===== src/design/hsrgb_pkg.sv =====
`timescale 1ns / 1ps
`default_nettype none
// ============================================================================
// hsrgb_pkg
// Shared types and constants for the RGB-split shutter effect core.
// ============================================================================
package hsrgb_pkg;

    // Default sizes
    localparam int PIXELS_DEF    = 4096;
    localparam int MAX_DELAY_DEF = 16;

    // Field widths
    localparam int PIX_W      = 32;
    localparam int DELAY_W    = 5;
    localparam int FP_W       = 13;
    localparam int CFG_IDX_W  = 2;
    localparam int CFG_DATA_W = 13;

    // Register reset values
    localparam int DELAY_RESET = 1;
    localparam int FP_RESET    = 4096;

    // Register indexes
    localparam logic [CFG_IDX_W-1:0] REG_DELAY = 2'd0;
    localparam logic [CFG_IDX_W-1:0] REG_MODE  = 2'd1;
    localparam logic [CFG_IDX_W-1:0] REG_FRAME = 2'd2;

    // ARGB lane masks
    localparam logic [PIX_W-1:0] MASK_A = 32'hFF00_0000;
    localparam logic [PIX_W-1:0] MASK_R = 32'h00FF_0000;
    localparam logic [PIX_W-1:0] MASK_G = 32'h0000_FF00;
    localparam logic [PIX_W-1:0] MASK_B = 32'h0000_00FF;
    localparam logic [PIX_W-1:0] KEEP_R = 32'hFF00_FFFF;
    localparam logic [PIX_W-1:0] KEEP_G = 32'hFFFF_00FF;
    localparam logic [PIX_W-1:0] KEEP_B = 32'hFFFF_FF00;

    // Channel overwritten in simple mode
    typedef enum logic [1:0] {
        CH_RED   = 2'd0,
        CH_GREEN = 2'd1,
        CH_BLUE  = 2'd2
    } t_chan;

    // Frame sequencer status seen by the datapath
    typedef struct packed {
        logic  simple;  // channel-overwrite mode
        logic  first;   // no frame completed yet
        t_chan chan;    // channel to overwrite
    } t_seq_ctl;

endpackage
`default_nettype wire


===== src/design/hsrgb_seq.sv =====
`timescale 1ns / 1ps
`default_nettype none
// ============================================================================
// hsrgb_seq
// Configuration registers and frame sequencing: pixel position, ring head,
// frame count, channel rotation and the history slots to read.
// ============================================================================
module hsrgb_seq #(
    parameter  int MAX_DELAY  = hsrgb_pkg::MAX_DELAY_DEF,
    parameter  int PIXELS     = hsrgb_pkg::PIXELS_DEF,
    localparam int DLY_W      = $clog2(MAX_DELAY + 1),
    localparam int RING_SLOTS = 2 * MAX_DELAY + 1,
    localparam int SLOT_W     = $clog2(RING_SLOTS),
    localparam int IDX_W      = (PIXELS > 1) ? $clog2(PIXELS) : 1
) (
    input  wire logic                             i_clk,
    input  wire logic                             i_rst_n,
    input  wire logic                             i_cfg_we,
    input  wire logic [hsrgb_pkg::CFG_IDX_W-1:0]  i_cfg_index,
    input  wire logic [hsrgb_pkg::CFG_DATA_W-1:0] i_cfg_data,
    input  wire logic                             i_adv,
    output hsrgb_pkg::t_seq_ctl                   o_ctl,
    output logic      [SLOT_W-1:0]                o_head,
    output logic      [SLOT_W-1:0]                o_g_slot,
    output logic      [SLOT_W-1:0]                o_r_slot,
    output logic      [IDX_W-1:0]                 o_idx
);

    localparam int FP_W     = hsrgb_pkg::FP_W;
    localparam int FP_RST32 = (PIXELS < hsrgb_pkg::FP_RESET) ? PIXELS : hsrgb_pkg::FP_RESET;

    logic [DLY_W-1:0]       r_delay, n_delay;
    logic                   r_simple, n_simple;
    logic [FP_W-1:0]        r_fpix, n_fpix;
    logic [SLOT_W-1:0]      r_fcnt, n_fcnt;
    logic [SLOT_W-1:0]      r_head, n_head;
    logic [IDX_W-1:0]       r_idx, n_idx;
    logic [DLY_W-1:0]       r_phase, n_phase;
    hsrgb_pkg::t_chan       r_chan, n_chan, chan_next;

    logic [31:0]            cfg_d32, cfg_f32;
    logic [DLY_W-1:0]       cfg_delay;
    logic [FP_W-1:0]        cfg_fpix;
    logic                   cfg_clear;
    logic                   last;
    logic [SLOT_W-1:0]      twice_d;
    logic [SLOT_W-1:0]      off_g;
    logic [SLOT_W:0]        len_ext;
    logic [SLOT_W:0]        g_wrap, r_wrap;

    // Clamp written values into the supported range
    always_comb begin
        cfg_d32 = 32'(i_cfg_data[hsrgb_pkg::DELAY_W-1:0]);
        if (cfg_d32 == 32'd0) begin
            cfg_d32 = 32'd1;
        end else if (cfg_d32 > 32'(MAX_DELAY)) begin
            cfg_d32 = 32'(MAX_DELAY);
        end
        cfg_f32 = 32'(i_cfg_data[FP_W-1:0]);
        if (cfg_f32 == 32'd0) begin
            cfg_f32 = 32'd1;
        end else if (cfg_f32 > 32'(PIXELS)) begin
            cfg_f32 = 32'(PIXELS);
        end
        cfg_delay = DLY_W'(cfg_d32);
        cfg_fpix  = FP_W'(cfg_f32);
    end

    assign twice_d = SLOT_W'(32'd2 * 32'(r_delay));
    assign last    = (32'(r_idx) + 32'd1) >= 32'(r_fpix);

    always_comb begin
        case (r_chan)
            hsrgb_pkg::CH_RED:   chan_next = hsrgb_pkg::CH_GREEN;
            hsrgb_pkg::CH_GREEN: chan_next = hsrgb_pkg::CH_BLUE;
            default:             chan_next = hsrgb_pkg::CH_RED;
        endcase
    end

    always_comb begin
        n_delay   = r_delay;
        n_simple  = r_simple;
        n_fpix    = r_fpix;
        n_fcnt    = r_fcnt;
        n_head    = r_head;
        n_idx     = r_idx;
        n_phase   = r_phase;
        n_chan    = r_chan;
        cfg_clear = 1'b0;

        if (i_adv) begin
            if (!last) begin
                n_idx = r_idx + 1'b1;
            end else begin
                n_idx = '0;
                if (r_simple) begin
                    if (r_fcnt == '0) begin
                        n_fcnt = SLOT_W'(1);
                        if (r_delay == DLY_W'(1)) begin
                            n_phase = '0;
                            n_chan  = hsrgb_pkg::CH_GREEN;
                        end else begin
                            n_phase = DLY_W'(1);
                            n_chan  = hsrgb_pkg::CH_RED;
                        end
                    end else if ((32'(r_phase) + 32'd1) >= 32'(r_delay)) begin
                        n_phase = '0;
                        n_chan  = chan_next;
                    end else begin
                        n_phase = r_phase + 1'b1;
                    end
                end else begin
                    n_head = (r_head == twice_d) ? '0 : r_head + 1'b1;
                    if (r_fcnt < twice_d) begin
                        n_fcnt = r_fcnt + 1'b1;
                    end
                end
            end
        end

        if (i_cfg_we) begin
            case (i_cfg_index)
                hsrgb_pkg::REG_DELAY: begin
                    n_delay   = cfg_delay;
                    cfg_clear = (cfg_delay != r_delay);
                end
                hsrgb_pkg::REG_MODE: begin
                    n_simple  = i_cfg_data[0];
                    cfg_clear = (i_cfg_data[0] != r_simple);
                end
                hsrgb_pkg::REG_FRAME: begin
                    n_fpix    = cfg_fpix;
                    cfg_clear = (cfg_fpix != r_fpix);
                end
                default: begin
                    cfg_clear = 1'b0;
                end
            endcase
        end

        if (cfg_clear) begin
            n_fcnt  = '0;
            n_head  = '0;
            n_idx   = '0;
            n_phase = '0;
            n_chan  = hsrgb_pkg::CH_RED;
        end
    end

    always_ff @(posedge i_clk) begin
        if (!i_rst_n) begin
            r_delay  <= DLY_W'(hsrgb_pkg::DELAY_RESET);
            r_simple <= 1'b0;
            r_fpix   <= FP_W'(FP_RST32);
            r_fcnt   <= '0;
            r_head   <= '0;
            r_idx    <= '0;
            r_phase  <= '0;
            r_chan   <= hsrgb_pkg::CH_RED;
        end else begin
            r_delay  <= n_delay;
            r_simple <= n_simple;
            r_fpix   <= n_fpix;
            r_fcnt   <= n_fcnt;
            r_head   <= n_head;
            r_idx    <= n_idx;
            r_phase  <= n_phase;
            r_chan   <= n_chan;
        end
    end

    // Read slots: green delay frames back, red 2*delay back, both clamped
    // to the frames seen (frame count never exceeds 2*delay)
    assign off_g   = (SLOT_W'(r_delay) < r_fcnt) ? SLOT_W'(r_delay) : r_fcnt;
    assign len_ext = (SLOT_W + 1)'(twice_d) + 1'b1;
    assign g_wrap  = {1'b0, r_head} + len_ext - {1'b0, off_g};
    assign r_wrap  = {1'b0, r_head} + len_ext - {1'b0, r_fcnt};

    assign o_g_slot = (r_head >= off_g)  ? r_head - off_g  : SLOT_W'(g_wrap);
    assign o_r_slot = (r_head >= r_fcnt) ? r_head - r_fcnt : SLOT_W'(r_wrap);
    assign o_head   = r_head;
    assign o_idx    = r_idx;

    assign o_ctl.simple = r_simple;
    assign o_ctl.first  = (r_fcnt == '0);
    assign o_ctl.chan   = r_chan;

    a_fcnt_bound: assert property (@(posedge i_clk) disable iff (!i_rst_n)
        r_fcnt <= twice_d)
        else $error("frame count beyond 2*delay");

    a_head_bound: assert property (@(posedge i_clk) disable iff (!i_rst_n)
        r_head <= twice_d)
        else $error("ring head outside the active ring");

    a_phase_bound: assert property (@(posedge i_clk) disable iff (!i_rst_n)
        (r_simple && (r_fcnt != '0)) |-> (r_phase < r_delay))
        else $error("delay phase not below delay");

endmodule
`default_nettype wire


===== config.mk =====
export PLATFORM = sky130hd
export DESIGN_NAME = hsrgb_seq
export DESIGN_NICKNAME = d
export VERILOG_FILES = /design/src/design/hsrgb_pkg.sv /design/src/design/hsrgb_seq.sv
export SDC_FILE = /design/constraint.sdc
export NUM_CORES = 1
export LEC_CHECK = 0
export ABC_AREA = 1
export BUFFER_PORTS_ARGS = -buffer_cell sky130_fd_sc_hd__buf_2
export CAP_MARGIN = 5
export CORE_MARGIN = 2
export CORE_UTILIZATION = 54
export DETAILED_ROUTE_END_ITERATION = 8
export PLACE_DENSITY_LB_ADDON = 0.08
export SLEW_MARGIN = 40
export SYNTH_ARGS = -nofsm -noshare
export SYNTH_HDL_FRONTEND = slang
export SYNTH_SLANG_ARGS = --single-unit

===== constraint.sdc =====
create_clock -name i_clk -period 3.1 [get_ports i_clk]
set_clock_uncertainty 0.2 [all_clocks]
set_input_delay 0.155 -clock i_clk [delete_from_list [all_inputs] [get_ports i_clk]]
set_output_delay 0.155 -clock i_clk [all_outputs]
set_load 0.05 [all_outputs]

==> summary.md <==
| Metric | Value |
|---|---|
| FFs w/ async S/R, synth | 0% |
| Final hold vios | 0 |
| Die Area | 9430 sq um |
| Multi-input gate area | 3840 sq um |
| Final wirelength | 15800 microns |
| Power Dens Cells | 329 nW/um^2 |
| Drt wl/cell | 16.6 microns |
| Switching power | 846 uW |
| CP Class | flip-flop to output port |
| Clock group share of total power | 23.3% |
| Clock transition at the registers of the reported paths | 0.10 ns |
| DIE WIDTH | 97.1 microns |
| Worst Path Required | 2.74 ns |
| Global route total overflow | 0 |
| Largest net degree at the start of global routing | 22 |
| Maximum vdd drop | 0.000258 V |
| Post-DP HPWL | 9930 microns |
| Internal Power | 1350 uW |
| # IOs | 53 |
| Seq. cell area | 1020 sq um |
| Final net count | 929 |
| Comb power frac | 46.0% |
| Worst hold slack | 0.0147 ns |
| Final worst path period share | 123% |
| Unrepaired setup endpoints after global routing | true |
| Core Rows | 33 |
| DR iter-0 viols | 316 |
| Setup tns final | -4.26 ns |
| Syn Inst Count | 698 |
| Share of power burned in registers | 30.6% |
| Max-Cap Viols | 0 |
| Sw Share | 38.6% |
| Antenna Nets Post-Route | 0 |
| Clock Sink Count | 50 |
| Via count | 5419 |
| Crit path launch type | flip-flop |
| Final setup vio count | 8 |
| Synth warn | 0 |
| Global Route Usage Sum | 29.1% |
| Post-synth EDFFs | 0 |
| DR DRC count | 0 |
| Root Buffer | clkbuf_8 |
| Clk buf depth | 2 |
| Status | finished with violations |
| CTS buffer count | 5 |
| 1st-pass router iterations | 5 |
| Leakage | 0.00315 uW |
| CP endpoint kind | output port |
| Chip height | 97.1 microns |
| Tmin final | 3.80 ns |
| Placed Instances | 902 |
| Antenna cells | 0 |
| Synth Net Count | 781 |
| Worst hold stages | 3 |
| Vias per std cell | 5.69 |
| Worst hold path type | primary input to flip-flop |
| Synth Flop Type | dfxtp_1 |
| Slew Viols, Final | 0 |
| WP data arrival | 3.44 ns |
| Initial antenna violation count | 0 |
| Setup ws final | -0.699 ns |
| Sequential fraction of the synthesis area | 21.4% |
| CTS tree | built |
| Core box area | 8300 sq um |
| FILL cells | 553 |
| Worst reg-to-reg path cell count | 19 |
| Synth Area per Inst | 6.71 sq um |
| Fmax | 263 MHz |
| Worst Path Max Fanout | 5 |
| Worst-Skew Late Latency | 0.32 ns |
| Post-layout util | 80.4% |
| Failing checks | setup timing |
| Initial Util | 56.4% |
| Vias in the first global route | 5065 |
| GP Congestion | 0.906 |
| Layout cell share with drive strength beyond 1 | 36.7% |
| Finished Layout Cells | 952 |
| Port-buffer cells | 52 |
| H-tree depth | 2 |
| Flops & latches, synth | 50 |
| Synthesized cell area | 4680 sq um |
| Synth unique cells | 35 |
| Layout area overhead | 42.5% |
| Global-route wire length before repair | 22900 microns |
## kinds of logic after synthesis
| group | count (synthesis) | share of synthesized area (%) |
|---|---|---|
| simple gates | 291 | 27.1 |
| compound gates | 138 | 16.7 |
| buf+inv | 121 | 10.7 |
| fa+ha+maj | 64 | 17.9 |
| flops | 50 | 21.4 |
| xor+xnor | 32 | 5.98 |
| other cells | 1 | 0.0801 |
| mux | 1 | 0.214 |
## state kept, by name, summed over array words and instances, names as in the netlist
signal / cells
r_fpix: 13
o_idx: 12
o_head: 6
r_fcnt: 6
r_delay: 5
r_phase: 5
r_chan: 2
r_simple: 1
## repair_timing
action,4_1_cts,5_1_grt
resized for setup,66,90
hold buffers,13,0
buffers inserted,14,13
pin swaps,38,46
hold endpoints to repair,12,0
endpoints found under the setup margin,20,37
gates cloned,1,1
## area by class of cell
type                            instances  share of cell area, %
Timing Repair Buffer                  151                   17.1
Multi-Input combinational cell        529                   57.6
Clock buffer                            6                   1.24
Inverter                              109                   6.24
Clock inverter                          2                  0.581
Tap cell                              105                   1.97
Sequential cell                        50                   15.3
## worst max-delay path: stages (launching register included)
cell	delay [ns]
dfxtp_4	0.38
inv_4	0.04
ha_4	0.25
o21ai_2	0.04
nand2_1	0.05
a21oi_1	0.06
o21bai_1	0.20
a21oi_2	0.13
nor2_4	0.28
nand2_2	0.12
o21ai_4	0.11
ha_4	0.25
nand2_4	0.07
nor2_2	0.04
a211oi_2	0.21
nor2_1	0.10
nor2_1	0.11
inv_1	0.06
a21oi_2	0.12
xnor2_1	0.12
nand2_1	0.11
o21ai_4	0.08
buf_6	0.17
## power groups by stage
stage | combinational, uW | clock (uW) | sequential, uW
after floorplan | 529 | 0 | 692
after global placement | 717 | 0 | 683
after detailed placement | 738 | 0 | 683
after CTS | 875 | 518 | 669
after global routing | 1070 | 550 | 673
final | 1010 | 512 | 671
## layout by cell type (no fill, tap or decap), types with 5 or more instances in the layout
master         synthesis  final
a211oi_2               0      5
a21oi_1               43     33
a21oi_2                0     10
a22oi_1               12     12
buf_2                  0     41
buf_4                  2     77
buf_6                  5     20
clkbuf_8               0      6
dfxtp_1               50     39
dfxtp_2                0      8
dlygate4sd3_1          0     13
ha_1                  59     46
ha_4                   0     13
inv_1                108     94
inv_2                  1     12
nand2_1              137    116
nand2_2                3     21
nand3_1               34     26
nand3_2                0      6
nand4_1                9      9
nor2_1                66     55
nor2_2                31     38
nor2_4                 0      6
o21ai_0               57     36
o21ai_1                0      8
o21ai_2                0      6
o21ai_4                0      7
o21bai_1               5      5
xnor2_1               11      7
xor2_1                21     16
## path summary, 6_finish.rpt
path	slack, ns	from	end
max	-0.70	r_fcnt[1]	o_g_slot[5]
min	0.01	i_cfg_data[4]	r_fpix[4]
max reg2reg	0.07	o_idx[0]	r_fcnt[3]
min reg2reg	0.32	r_fpix[2]	r_fpix[2]
## stage by stage
stage                     total power, uW  worst slack (ns)  instance area, sq um
after global routing                 2290            -0.858                  6670
after detailed placement             1420            -0.408                  5600
after CTS                            2060            -0.525                  6240
after global placement               1400            -0.252                  5600
after floorplan                      1220            -0.203                  4850
final                                2190            -0.699                  6670
## Yosys cell counts (3+ instances only)
cell type / number / area [sq um]
dfxtp_1: 50 / 1000
o22ai_1: 3 / 18.8
nand2_1: 137 / 514
xor2_1: 21 / 184
buf_6: 5 / 56.3
nor2_2: 31 / 194
or2_2: 4 / 25.0
xnor2_1: 11 / 96.3
o211ai_1: 3 / 22.5
nand3_1: 34 / 170
nand2_2: 3 / 18.8
fa_1: 5 / 100
a211oi_1: 9 / 67.6
a22oi_1: 12 / 90.1
o21ai_0: 57 / 285
o21bai_1: 5 / 37.5
ha_1: 59 / 738
nor3_1: 3 / 15.0
nand4_1: 9 / 56.3
a21oi_1: 43 / 215
nor2_1: 66 / 248
inv_1: 108 / 405
clkbuf_1: 5 / 18.8
## metal layers
| metal | track usage (%) | wire [microns] | up-vias | share of wire, % |
|---|---|---|---|---|
| met5 | 0 | 0 | - | 0 |
| met2 | 54.2 | 8050 | 211 | 51 |
| li1 | - | - | 2577 | - |
| met1 | 33.3 | 6130 | 2560 | 39 |
| met3 | 4.24 | 791 | 71 | 5.0 |
| met4 | 11.3 | 811 | 0 | 5.1 |
No activity file was read; power rests on OpenSTA's default activity.
